$ cat config.mk
export PLATFORM = sky130hd
export DESIGN_NAME = stc_fifo
export DESIGN_NICKNAME = d
export VERILOG_FILES = /design/src/hw/rtl/stc_pkg.sv /design/src/hw/rtl/stc_fifo.sv
export SDC_FILE = /design/constraint.sdc
export NUM_CORES = 1
export LEC_CHECK = 0
export BUFFER_PORTS_ARGS = -buffer_cell sky130_fd_sc_hd__buf_2
export CORE_MARGIN = 4
export CORE_UTILIZATION = 45
export CTS_CLUSTER_SIZE = 40
export DETAILED_ROUTE_END_ITERATION = 12
export GPL_TIMING_DRIVEN = 1
export PLACE_DENSITY = 0.7
export REMOVE_ABC_BUFFERS = 1
export SLEW_MARGIN = 20
export SYNTH_ARGS = -nofsm -noshare
export SYNTH_HDL_FRONTEND = slang
export SYNTH_SLANG_ARGS = --single-unit
$ cat constraint.sdc
create_clock -name clk -period 3.9 [get_ports clk]
set_clock_uncertainty 0.05 [all_clocks]
set_input_delay 0.39 -clock clk [delete_from_list [all_inputs] [get_ports clk]]
set_output_delay 0.39 -clock clk [all_outputs]
set_load 0.1 [all_outputs]
$ cat src/hw/rtl/stc_pkg.sv
`timescale 1ns / 1ps
// ----------------------------------------------------------------------------
// stc_pkg
// Shared types and constants of the sensor compensation block.
// ----------------------------------------------------------------------------
package stc_pkg;

    localparam int CfgW      = 48;
    localparam int CfgIdxW   = 3;
    localparam int FifoDepth = 4;
    localparam int FifoAw    = 2;
    localparam int DivSteps  = 64;

    // formula constants
    localparam int TfPressOfs = 128000;
    localparam int PressBase  = 1048576;
    localparam int PressScale = 3125;
    localparam int TfHumOfs   = 76800;
    localparam int HumRound   = 16384;
    localparam int HumBias    = 2097152;
    localparam int HumOne     = 32768;
    localparam int HumRound2  = 8192;
    localparam int HumMax     = 419430400;

    typedef enum logic [CfgIdxW-1:0] {
        REG_TEMP_CALIB    = 3'd0,
        REG_PRESS_CALIB_A = 3'd1,
        REG_PRESS_CALIB_B = 3'd2,
        REG_PRESS_CALIB_C = 3'd3,
        REG_HUM_CALIB_A   = 3'd4,
        REG_HUM_CALIB_B   = 3'd5
    } reg_index_t;

    typedef struct packed {
        logic [47:0] temp_calib;
        logic [47:0] press_calib_a;
        logic [47:0] press_calib_b;
        logic [47:0] press_calib_c;
        logic [31:0] hum_calib_a;
        logic [39:0] hum_calib_b;
    } calib_t;

    // queue entry between front and back
    typedef struct packed {
        logic [31:0] tf;
        logic [19:0] adc_press;
        logic [15:0] adc_hum;
    } qentry_t;

    // queue status seen by the two sides
    typedef struct packed {
        logic full;
        logic empty;
    } qstat_t;

    // results that ride alongside the divider
    typedef struct packed {
        logic [23:0] tc;
        logic [16:0] hum;
        logic        dz;
    } side_t;

endpackage

$ cat src/hw/rtl/stc_fifo.sv
`timescale 1ns / 1ps
// ----------------------------------------------------------------------------
// stc_fifo
// Short queue decoupling the temperature front end from the back end.
// ----------------------------------------------------------------------------
module stc_fifo
(
    input  logic             clk,
    input  logic             rst_n,
    input  logic             push,
    input  stc_pkg::qentry_t wdata,
    input  logic             pop,
    output stc_pkg::qentry_t rdata,
    output stc_pkg::qstat_t  stat
);
    import stc_pkg::*;

    qentry_t             mem_reg [FifoDepth];
    logic [FifoAw-1:0]   wp_reg;
    logic [FifoAw-1:0]   rp_reg;
    logic [FifoAw:0]     cnt_reg;
    logic [FifoAw:0]     cnt_next;

    assign stat.full  = (cnt_reg == (FifoAw+1)'(FifoDepth));
    assign stat.empty = (cnt_reg == '0);
    assign rdata      = mem_reg[rp_reg];

    always_comb
    begin
        cnt_next = cnt_reg;
        if (push && !pop)
        begin
            cnt_next = cnt_reg + 1'b1;
        end
        else if (pop && !push)
        begin
            cnt_next = cnt_reg - 1'b1;
        end
    end

    always_ff @(posedge clk or negedge rst_n)
    begin
        if (!rst_n)
        begin
            wp_reg  <= '0;
            rp_reg  <= '0;
            cnt_reg <= '0;
        end
        else
        begin
            if (push)
            begin
                wp_reg <= wp_reg + 1'b1;
            end
            if (pop)
            begin
                rp_reg <= rp_reg + 1'b1;
            end
            cnt_reg <= cnt_next;
        end
    end

    always_ff @(posedge clk)
    begin
        if (push)
        begin
            mem_reg[wp_reg] <= wdata;
        end
    end

endmodule

# Word level (Yosys, flattened, before mapping)
# Memories as Yosys holds them, arrays and structs flattened.
# Cells that the tools add are included.
[word_totals] ff_bits=7 mem_bits_rw=272 input_bits=72 output_inout_bits=70 word_cells=19 mem_count=1
[op_classes] addsub=4 n_eq_ne=1 mux=4 reduce_logical=6
[memory_table] memory="mem_reg" depth=4 word_bits=68 rd=1 rd_clocked_by_memory_dff=0 wr=1 line="stc_fifo.sv:18" rtl="qentry_t mem_reg [FifoDepth];"
[ops] operator="two-way mux 3 bit" count=2
[ops] operator="adder 2 x 1 -> 2 bit (second input constant)" count=2
[ops] operator="adder 3 x 1 -> 3 bit (second input constant)" count=1
[ops] operator="equality test 3 bit (second input constant)" count=1
[ops] operator="logical NOT 3 bit" count=1
[ops] operator="subtractor 3 x 1 -> 3 bit (second input constant)" count=1
[ops] operator="logical AND 1 bit" count=2
[ops] operator="logical NOT 1 bit" count=2
[ops] operator="two-way mux 1 bit" count=2
[ops] operator="nonzero test 2 bit" count=1

# Logic depth before layout (Yosys ltp)
[logic_depth] word_depth=4 mapped_depth=7 ltp_nobuf=7

# Worst setup path before layout
# Ideal clock, no wire load.
[synth_timing] kind="register -> output" start="reg cnt_reg[0]" end="out stat[1] (netlist name)" arrival_time_ns=2.653 t_required_ns=3.460 setup_slack_ns=0.807 stages_incl_launch_ff=2 n_path_buf=0 path_cell_list="dfrtp_1 nor3b_1"
[synth_lines] item="from (decl)" line="stc_fifo.sv:21" rtl="logic [FifoAw:0] cnt_reg;"
[synth_lines] item="from (signal assigned)" line="stc_fifo.sv:59" rtl="cnt_reg <= cnt_next;"
[synth_lines] item="to (decl)" line="stc_fifo.sv:14" rtl="output stc_pkg::qstat_t stat"

==> flow_results.org <==
** Setup path
- Crit path required time :: 3.46 ns
- Walking the worst path, the cells encountered are mux4_2 > buf_2.
- Critical Path Start Type :: register
- Buffers plus inverters on the worst setup path :: 1
- Max FO, Critical Path :: 69
- The worst setup path is captured at an output port.
- Startpoint-to-endpoint class of the critical path :: reg2out
- The largest individual stage delay along the critical path comes from the cell sky130_fd_sc_hd__dfrtp_4.
- Largest stage delay on the critical path :: 1.11 ns
- Worst endpoint data arrival time :: 2.51 ns
- Cell class contributing the biggest share of worst-path delay :: flip-flops

** Timing
- Period utilization :: 75.6%
- After layout, the minimum clock period comes to 2.95 ns.
- Number of setup violations in the final report :: 0
- After routing, the total negative slack on setup checks comes to 0 ns.
- Final number of max-transition violations :: 0
- Minimum setup slack in the final design :: 0.950 ns
- Worst rel slew slack :: 28.0%
- The number of hold-slack violations in the final timing report is 0.
- Hold Slack :: 0.0323 ns
- RSZ-0062 raised after global routing :: no
- For the pin with the worst max-slew slack, the measured transition is 1.08 ns.
- For this run, the top clock speed supported by timing is 339 MHz.

** Layout
- Compared with the post-synthesis result, the final layout area differs by 17.4%.
- FILL cells :: 1739
- Non-filler instance count after layout :: 859
- Layout cells sized above 1 :: 43.7%
- The final layout contains 632 nets.
- Leaving out fill and tap cells, the most frequent cell in the layout is sky130_fd_sc_hd__edfxtp_1.
- In the layout the commonest cells are sky130_fd_sc_hd__edfxtp_1 (272), sky130_fd_sc_hd__buf_2 (141), sky130_fd_sc_hd__mux4_2 (68).
- 0 antenna diodes ended up in the layout.
- The register with the most flip-flops in the layout has 272 of them.

** Synth
- Portion of the post-synthesis area used by sequential elements :: 81.1%
- Post-synthesis cell type with the largest combined area :: sky130_fd_sc_hd__edfxtp_1
- Ys flop type :: sky130_fd_sc_hd__edfxtp_1
- Ranked by total cell area, the synthesized netlist is headed by sky130_fd_sc_hd__edfxtp_1 (79%), sky130_fd_sc_hd__mux4_2 (15%), sky130_fd_sc_hd__dfrtp_1 (1.7%), sky130_fd_sc_hd__buf_12 (1.4%), sky130_fd_sc_hd__ha_1 (0.61%).
- Counting flops with an async set or reset pin after synthesis yields a share of 2.51%.
- Summing every instance area after synthesis gives 10300 um^2.
- Number of enable flip-flop cells after synthesis :: 272
- During synthesis, Yosys emitted a total of 0 warnings.
- Counting flops and latches in the post-synthesis netlist gives 279.
- Post-synthesis area per instance :: 26.4 um^2
- Top cell type's share of synthesized area :: 79.4%
- Counting distinct cell types in the post-synthesis netlist gives 19.
- Synthesis produced a netlist whose cell count is 390.

** Die
- Row cnt :: 55
- Core area :: 22600 um^2
- Measured along the y axis, the die boundary spans 159 um.
- Once the floorplan was initialized, standard cells occupied 45.6% of the core.
- 142 I/O pins were placed.
- From left edge to right edge, the die measures 159 um.
- Area of the die :: 25300 um^2

** Clock tree
- At the later pin of the worst-skew pair, clock insertion delay measures 0.52 ns.
- Total CTS buffers :: 27
- TritonCTS built the clock tree.
- Clock slew at the register clock pins of the worst setup and hold paths :: 0.06 ns
- Clock tree synthesis found a total of 279 sinks.
- Counting along the longest clock path gives a buffer depth of 3.
- Buffers added to address setup during post-CTS repair amount to 0.
- H-tree levels :: 1
- The tree is rooted in a sky130_fd_sc_hd__clkbuf_16.

** Drt
- For this block, the via count after detailed routing is 4522.
- Mean routed wirelength per cell :: 21.0 um
- Detailed Route WL :: 18000 um
- After detailed routing, the number of vias per cell comes to 5.26.
- Drt pass-1 iters :: 4
- In this run, the number of DRC markers left after iteration 0 of detailed routing was 232.
- Once detail routing completed, the nets flagged for antenna violations numbered 0.
- For this run, design rule violations remaining after detail routing come to 0.

** Global routing
- For this run the aggregate overflow at the end of global routing stands at 0.
- Global-route wire length before repair :: 28800 um
- Initial antenna violation count :: 1
- All-layer global routing usage :: 14.4%
- Vias in the first global route :: 5145
- Largest net degree at the start of global routing :: 70

** Placement
- Count of placed standard cells including taps :: 802
- Buffers placed on the I/O ports in this run total 141.
- Routability congestion estimate from global placement :: 0.672
- Timing analysis after detailed placement gives a worst setup slack of 1.48 ns.

** Status
- Status :: completed

** Run
- Number of max-cap violations :: 0

** Worst hold path
- The worst hold path belongs to the class in2reg.
## metrics by stage
| step | area, um^2 | utilization [%] |
|---|---|---|
| 2_1_floorplan | 10100 | - |
| 3_3_place_gp | 11200 | 49.6 |
| 3_5_place_dp | 11200 | 49.6 |
| 4_1_cts | 12000 | 53.3 |
| 5_1_grt | 12100 | 53.5 |
| 6_report | 12100 | 53.5 |
## layout make-up
| cell class | instances | area [um^2] | share of cell area [%] |
|---|---|---|---|
| sequential | 279 | 8350 | 69.2 |
| multi-input combinational | 91 | 1740 | 14.4 |
| timing repair buffer | 151 | 841 | 6.97 |
| clock buffer | 39 | 721 | 5.97 |
| tap | 285 | 357 | 2.95 |
| clock inverter | 10 | 46.3 | 0.383 |
| inverter | 4 | 15.0 | 0.124 |
## cell usage after synthesis, drive strengths merged (2+ instances only)
cell,instances
dfrtp,7
inv,4
mux4,68
xor2,4
nand2,2
and2,4
buf,16
xnor2,2
edfxtp,272
ha,5
## repair_timing
item                      CTS  global route
resized for setup           0             0
hold endpoints to repair   27             0
hold buffers                6             0
## worst paths after layout
| path | start | endpoint | slack, ns | depth (start not counted) |
|---|---|---|---|---|
| worst max-delay path | rp_reg[1]$_DFFE_PN0P_ | rdata[26] | 0.95 | 2 |
| worst min-delay path | wdata[25] | mem_reg[2][25]$_DFFE_PP_ | 0.03 | 1 |
| worst max register to register | wp_reg[1]$_DFFE_PN0P_ | mem_reg[1][6]$_DFFE_PP_ | 1.88 | 3 |
| worst min register to register | cnt_reg[2]$_DFFE_PN0P_ | cnt_reg[2]$_DFFE_PN0P_ | 0.44 | 1 |
| max in group asynchronous | rst_n | rp_reg[0]$_DFFE_PN0P_ | 3.44 | 2 |
| min in group asynchronous | rst_n | rp_reg[1]$_DFFE_PN0P_ | 0.18 | 2 |
## cells by family after synthesis
kind of cell,after synthesis,synth area share (%)
compound gates,1,0.0486
xor+xnor,6,0.511
fa+ha+maj,6,0.803
buf+inv,20,2.03
flops,279,81.1
mux,69,15.0
simple gates,9,0.474
## per-layer routing
metal / up-vias / global-route usage, % / routed length (um)
met5: - / 0 / 7
met4: 2 / 3.47 / 325
met3: 34 / 3.24 / 1070
met2: 131 / 24.7 / 9140
met1: 2352 / 18.9 / 7480
li1: 2003 / - / -
Power is not shown: default switching activity piles up to over one toggle a cycle in this logic, so the estimate is an artifact.
