<file path="src/hw/rtl/stc_pkg.sv">
`timescale 1ns / 1ps
// ----------------------------------------------------------------------------
// stc_pkg
// Shared types and constants of the sensor compensation block.
// ----------------------------------------------------------------------------
package stc_pkg;

    localparam int CfgW      = 48;
    localparam int CfgIdxW   = 3;
    localparam int FifoDepth = 4;
    localparam int FifoAw    = 2;
    localparam int DivSteps  = 64;

    // formula constants
    localparam int TfPressOfs = 128000;
    localparam int PressBase  = 1048576;
    localparam int PressScale = 3125;
    localparam int TfHumOfs   = 76800;
    localparam int HumRound   = 16384;
    localparam int HumBias    = 2097152;
    localparam int HumOne     = 32768;
    localparam int HumRound2  = 8192;
    localparam int HumMax     = 419430400;

    typedef enum logic [CfgIdxW-1:0] {
        REG_TEMP_CALIB    = 3'd0,
        REG_PRESS_CALIB_A = 3'd1,
        REG_PRESS_CALIB_B = 3'd2,
        REG_PRESS_CALIB_C = 3'd3,
        REG_HUM_CALIB_A   = 3'd4,
        REG_HUM_CALIB_B   = 3'd5
    } reg_index_t;

    typedef struct packed {
        logic [47:0] temp_calib;
        logic [47:0] press_calib_a;
        logic [47:0] press_calib_b;
        logic [47:0] press_calib_c;
        logic [31:0] hum_calib_a;
        logic [39:0] hum_calib_b;
    } calib_t;

    // queue entry between front and back
    typedef struct packed {
        logic [31:0] tf;
        logic [19:0] adc_press;
        logic [15:0] adc_hum;
    } qentry_t;

    // queue status seen by the two sides
    typedef struct packed {
        logic full;
        logic empty;
    } qstat_t;

    // results that ride alongside the divider
    typedef struct packed {
        logic [23:0] tc;
        logic [16:0] hum;
        logic        dz;
    } side_t;

endpackage

</file>
<file path="src/hw/rtl/stc_if.sv">
`timescale 1ns / 1ps
// ----------------------------------------------------------------------------
// stc_in_if / stc_out_if
// Valid/ready channels for raw readings and compensated results.
// ----------------------------------------------------------------------------
interface stc_in_if;
    logic        valid;
    logic        ready;
    logic [19:0] adc_temp;
    logic [19:0] adc_press;
    logic [15:0] adc_hum;

    modport source (output valid, output adc_temp, output adc_press, output adc_hum,
                    input ready);
    modport sink   (input valid, input adc_temp, input adc_press, input adc_hum,
                    output ready);
endinterface


</file>
<file path="src/hw/rtl/stc_front.sv">
`timescale 1ns / 1ps
// ----------------------------------------------------------------------------
// stc_front
// Accepts raw readings and computes the shared fine temperature.
// ----------------------------------------------------------------------------
module stc_front
(
    input  logic              clk,
    input  logic              rst_n,
    stc_in_if.sink            reading,
    input  stc_pkg::calib_t   calib,
    input  stc_pkg::qstat_t   qstat,
    output logic              q_push,
    output stc_pkg::qentry_t  q_data
);
    import stc_pkg::*;

    logic [15:0]        t1;
    logic signed [15:0] t2;
    logic signed [15:0] t3;
    logic               adv;
    logic [3:0]         vld_reg;

    logic signed [31:0] a_reg, b_reg, m1_reg, bb_reg, v1_reg, m2_reg, tf_reg;
    logic signed [31:0] a_next, b_next, m1_next, bb_next, v1_next, m2_next, tf_next;
    logic [19:0]        ap1_reg, ap2_reg, ap3_reg, ap4_reg;
    logic [15:0]        ah1_reg, ah2_reg, ah3_reg, ah4_reg;

    assign t1 = calib.temp_calib[15:0];
    assign t2 = calib.temp_calib[31:16];
    assign t3 = calib.temp_calib[47:32];

    assign adv           = !vld_reg[3] || !qstat.full;
    assign reading.ready = adv;
    assign q_push        = vld_reg[3] && !qstat.full;
    assign q_data        = '{tf: tf_reg, adc_press: ap4_reg, adc_hum: ah4_reg};

    always_comb
    begin
        a_next  = $signed(32'(reading.adc_temp >> 3) - (32'(t1) << 1));
        b_next  = $signed(32'(reading.adc_temp >> 4) - 32'(t1));
        m1_next = a_reg * t2;
        bb_next = b_reg * b_reg;
        v1_next = m1_reg >>> 11;
        m2_next = (bb_reg >>> 12) * t3;
        tf_next = v1_reg + (m2_reg >>> 14);
    end

    always_ff @(posedge clk or negedge rst_n)
    begin
        if (!rst_n)
        begin
            vld_reg <= '0;
        end
        else if (adv)
        begin
            vld_reg <= {vld_reg[2:0], reading.valid};
        end
    end

    always_ff @(posedge clk)
    begin
        if (adv)
        begin
            a_reg   <= a_next;
            b_reg   <= b_next;
            ap1_reg <= reading.adc_press;
            ah1_reg <= reading.adc_hum;
            m1_reg  <= m1_next;
            bb_reg  <= bb_next;
            ap2_reg <= ap1_reg;
            ah2_reg <= ah1_reg;
            v1_reg  <= v1_next;
            m2_reg  <= m2_next;
            ap3_reg <= ap2_reg;
            ah3_reg <= ah2_reg;
            tf_reg  <= tf_next;
            ap4_reg <= ap3_reg;
            ah4_reg <= ah3_reg;
        end
    end

endmodule

</file>
<file path="src/flat_wrapper.sv">
// flat-port wrapper written by rule: the top's interface ports become plain ports
module stc_front_flat import stc_pkg::*;
  (clk, rst_n, calib, qstat, q_push, q_data, reading_valid, reading_adc_temp, reading_adc_press, reading_adc_hum, reading_ready);
  stc_in_if reading_i ();
  input  logic clk;
  input  logic rst_n;
  input  stc_pkg::calib_t calib;
  input  stc_pkg::qstat_t qstat;
  output logic q_push;
  output stc_pkg::qentry_t q_data;
  input wire logic [$bits(reading_i.valid)-1:0] reading_valid;
  input wire logic [$bits(reading_i.adc_temp)-1:0] reading_adc_temp;
  input wire logic [$bits(reading_i.adc_press)-1:0] reading_adc_press;
  input wire logic [$bits(reading_i.adc_hum)-1:0] reading_adc_hum;
  output wire logic [$bits(reading_i.ready)-1:0] reading_ready;
  assign reading_i.valid = reading_valid;
  assign reading_i.adc_temp = reading_adc_temp;
  assign reading_i.adc_press = reading_adc_press;
  assign reading_i.adc_hum = reading_adc_hum;
  assign reading_ready = reading_i.ready;
  stc_front u_core (.clk(clk), .rst_n(rst_n), .reading(reading_i), .calib(calib), .qstat(qstat), .q_push(q_push), .q_data(q_data));
endmodule
</file>
<file path="config.mk">
export PLATFORM = sky130hd
export DESIGN_NAME = stc_front_flat
export DESIGN_NICKNAME = d
export VERILOG_FILES = /design/src/hw/rtl/stc_pkg.sv /design/src/hw/rtl/stc_if.sv /design/src/hw/rtl/stc_front.sv /design/src/flat_wrapper.sv
export SDC_FILE = /design/constraint.sdc
export NUM_CORES = 2
export LEC_CHECK = 0
export BUFFER_PORTS_ARGS = -buffer_cell sky130_fd_sc_hd__buf_2
export CAP_MARGIN = 20
export CORE_MARGIN = 1
export CORE_UTILIZATION = 55
export DETAILED_ROUTE_END_ITERATION = 7
export GPL_TIMING_DRIVEN = 0
export PLACE_DENSITY = 0.79
export SYNTH_ARGS = -nofsm -noshare
export SYNTH_HDL_FRONTEND = slang
export SYNTH_SLANG_ARGS = --single-unit
</file>
<file path="constraint.sdc">
create_clock -name clk -period 8.65 [get_ports clk]
set_input_delay 0.865 -clock clk [delete_from_list [all_inputs] [get_ports clk]]
set_output_delay 0.865 -clock clk [all_outputs]
set_load 0.05 [all_outputs]
</file>
; ---- Word-level counts from Yosys, hierarchy flattened
; Cells that the tools add are included.
[classes]
add_sub_neg = 3
mul = 3
reduce_logical = 4
[ops]
columns = op, count
row1 = 20-bit by 16-bit multiplier with 32-bit output, 1
row2 = 32-bit by 16-bit multiplier with 32-bit output, 1
row3 = 32-bit by 32-bit multiplier with 32-bit output, 1
row4 = 21-bit by 18-bit adder with 22-bit output, 1
row5 = 17-bit by 17-bit subtractor with 18-bit output, 1
row6 = 16-bit by 16-bit subtractor with 17-bit output, 1
row7 = 1-bit zero test, 2
row8 = 1-bit logical AND, 1
row9 = 1-bit logical OR, 1
[word_totals]
regBits = 361
in_bits = 325
output_inout_bits = 70
word_cells = 26

; ---- Logic depth before layout (Yosys ltp)
[logic_depth]
ltp_word = 2
ltp_mapped = 28
mapped_depth_nobuf = 26

; ---- Least setup slack after synthesis
; No wires, ideal clock.
[synth_timing]
path_kind = input to register
from = in qstat[1] in the netlist's numbering
to = reg u_core.vld_reg[0]
arrival_ns = 7.722
required_ns = 8.553
setup_slack_ns = 0.831
path_stages = 2
cell_sequence = nand2_1 -> mux2_2
[synth_via]
elab_chain_cells = 2
[synth_lines]
columns = item, line_no
row1 = from (decl), flat_wrapper.sv:8  ; input stc_pkg::qstat_t qstat;
row2 = 1-bit zero test, stc_front.sv:33  ; assign adv = !vld_reg[3] || !qstat.full;
row3 = 1-bit logical OR, stc_front.sv:33
row4 = to (signal assigned), stc_front.sv:57  ; vld_reg <= {vld_reg[2:0], reading.valid};
row5 = to (decl), stc_front.sv:22  ; logic [3:0] vld_reg;
; No other way between the ends.
; A chain may end at the register's enable or synchronous reset.

; ---- Worst setup path after layout
[layout_timing]
from = reg u_core.b_reg[30]
to = reg u_core.bb_reg[31], data pin
[layout_via]
elab_chain_cells = 1
[layout_lines]
columns = item, line_no
row1 = from (decl), stc_front.sv:24  ; logic signed [31:0] a_reg, b_reg, m1_reg, bb_reg, v1_reg, m2_reg, tf_reg;
row2 = from (signal assigned), stc_front.sv:66  ; b_reg <= b_next;
row3 = 32-bit by 32-bit multiplier with 32-bit output, stc_front.sv:43  ; bb_next = b_reg * b_reg;
row4 = net u_core.bb_next[31], stc_front.sv:25  ; logic signed [31:0] a_next, b_next, m1_next, bb_next, v1_next, m2_next, tf_next;
row5 = to (signal assigned), stc_front.sv:70  ; bb_reg <= bb_next;
row6 = to (decl), stc_front.sv:24
; The timed path passes the listed nets, and every way through them passes these cells.

==> flow_summary.ini <==
[yosys]
synth_edf_count = 264
synth.most_common_cell = inv_1
synth_common_cells = inv_1, fa_1, nand2_1, ha_1, and2_1
synthDistinctLibCells = 64
synth-main-ff-cell = edfxtp_1
ys_seq_area_share_pct = 19.4
synth-seq-cells = 268
synthesis.instances = 3909
yosys_warnings = 0
ys_top_cells_by_area = fa_1, edfxtp_1, ha_1
avgSynthCellArea_um2 = 10.6
ys_async_sr_fraction_pct = 1.49
syn_nets = 5439
yosysTopAreaCellShare_pct = 42.0
syn-cell-area_um2 = 41300
yosys.area.top_type = fa_1

[global_route]
grtUsageTotal_pct = 26.0
grt_overflow_total = 0
grt_pass1_vias = 29300
grt_pass1_wl_um = 152000
antenna_found_initial = 6
grt_max_degree = 71

[floorplan]
row_count = 100
initial_core_util_pct = 55.5
core_um2 = 74300
fp.dieW_um = 276
dieArea_um2 = 76100
die_h_um = 276
ios = 395

[worst_setup_path]
cp_max_fo = 10
crit_start = u_core.b_reg[30]$_DFFE_PP_
startpoint_type = flop
end_kind = flop
critPathRequiredTime_ns = 9.02
critical_path_class = flop to flop
reg2reg_from = u_core.b_reg[30]$_DFFE_PP_
cp.arrival_ns = 8.75

[timing]
finalClockSkew_ns = 0.0171
hold_violations = 0
finalCriticalPeriod_ns = 8.38
setup_tns_ns = 0
clock.fmax_ghz = 0.119
hold_ws_ns = 0.0741
period_share_pct = 96.9
setup_ws_ns = 0.269
setup_viol = 0
rsz0062_at_grt = no
report.final.slew_viol_count = 0
tightestPinTransition_ns = 0.929
slew_headroom_pct = 38.1

[detailed_routing]
dr.first_iter.drc_count = 2021
wirelength_um = 94600
dr.pass1.iters = 5
drtAntennaViolNets = 0
viasPerCell = 5.32
drc = 0
vias = 27100
routedWlPerCell_um = 18.6

[clocking]
insertion_delay_ns = 0.60
cts_max_level = 1
hold_buffers = 0
cts-root-buf = clkbuf_16
cts_tree = done
cts_buffers = 29
cts_num_sinks = 268
cts_buffer_depth = 3
clk_pin_slew_ns = 0.06

[placed_design]
dpl_cell_area_um2 = 43400
hpwl_um = 79300
gp_congestion = 0.935
preCtsSetupSlack_ns = -0.325
port_buffers = 156

[cells_and_area]
area_delta_synth_final_pct = 7.35
largest_reg_flops = 22
final_nets = 5632
drive_above_1_share_pct = 6.21
finalInstanceArea_um2 = 44300
n_fill_cell = 6124

[run_status]
outcome = completed

[run]
drv_cap = 0

[min_path]
min_path_type = primary input to asynchronous set/reset pin
[area by class of cell]
cell class	instances	area, µm²	share of cell area, %
Buffer	140	588	1.33
Sequential cell	268	8030	18.1
Inverter	1014	3810	8.59
Clock buffer	35	748	1.69
Antenna cell	2	5.00	0.0113
Tap cell	969	1210	2.74
Clock inverter	18	120	0.271
Timing Repair Buffer	164	921	2.08
Multi-Input combinational cell	2485	28900	65.2
[timing repair]
item / in CTS / in global routing
cloned: 0 / 0
buffers inserted: 0 / 4
endpoints found under the setup margin: 5 / 5
resized for setup: 6 / 25
[metrics by stage]
stage          util [%]  cells
2_1_floorplan         -   3909
3_3_place_gp       58.2   5034
3_5_place_dp       58.4   5038
4_1_cts            59.6   5091
5_1_grt            59.6   5094
6_report           59.6   5095
[critical path, stage by stage, from the launching register on]
cell	delay [ns]
edfxtp_1	0.32
clkbuf_1	0.41
clkbuf_1	0.60
and2_1	0.30
ha_1	0.17
or2_2	0.12
inv_1	0.05
fa_1	0.55
fa_1	0.81
inv_1	0.27
fa_1	0.57
fa_1	0.46
fa_1	0.58
fa_1	0.43
fa_1	0.45
ha_1	0.35
a21o_1	0.18
a21o_1	0.16
a21oi_1	0.19
nor2_1	0.07
a21oi_1	0.15
o31ai_2	0.12
o41a_1	0.38
a31oi_1	0.22
xnor2_1	0.23
[cell families (layout without fill, tap and decap cells)]
kind of cell | count (synthesis) | after routing | share of synthesized area (%)
other | 0 | 2 | 0
adder cells (fa/ha/maj) | 1205 | 1205 | 52.3
AND/OR/NAND/NOR | 926 | 926 | 10.9
multiplexers | 5 | 5 | 0.133
XOR/XNOR | 161 | 161 | 3.42
buffers and inverters | 1156 | 1371 | 10.6
flip-flops | 268 | 268 | 19.4
AO/OA/AOI/OAI | 188 | 188 | 3.17
[placed cells by master, fill, tap and decap left out, types with 16 or more instances in the layout]
cell,count
inv_1,1014
buf_2,159
ha_1,338
nand2b_1,33
fa_1,867
nand2_1,420
a21o_1,25
o21ai_0,25
nand3_1,16
nor2_1,81
edfxtp_1,264
xor2_1,38
clkbuf_1,115
and2_1,319
clkbuf_16,29
a21oi_1,42
xnor2_1,123
o21a_1,16
[worst paths after layout]
| kind | endpoint | slack [ns] | depth (start not counted) |
|---|---|---|---|
| setup / recovery | u_core.bb_reg[31]$_DFFE_PP_ | 0.27 | 24 |
| hold / removal | u_core.vld_reg[0]$_DFFE_PN0P_ | 0.07 | 1 |
| setup reg to reg | u_core.bb_reg[31]$_DFFE_PP_ | 0.27 | 24 |
| hold reg to reg | u_core.ap3_reg[18]$_DFFE_PP_ | 0.42 | 0 |
| max in group asynchronous | u_core.vld_reg[1]$_DFFE_PN0P_ | 8.46 | 1 |
| min in group clk | u_core.ap3_reg[18]$_DFFE_PP_ | 0.42 | 0 |
[routing by layer]
metal	vias to the layer above	global-route usage, %	routed length, µm
met5	-	0.564	105
met4	8	10.7	4450
met3	263	5.35	8130
met2	1138	43.7	46500
met1	13700	32.9	35400
li1	12000	-	-
Power is left out: the tool's default activity adds up to more than one toggle a clock period on the data nets, which glitch-free logic cannot reach.
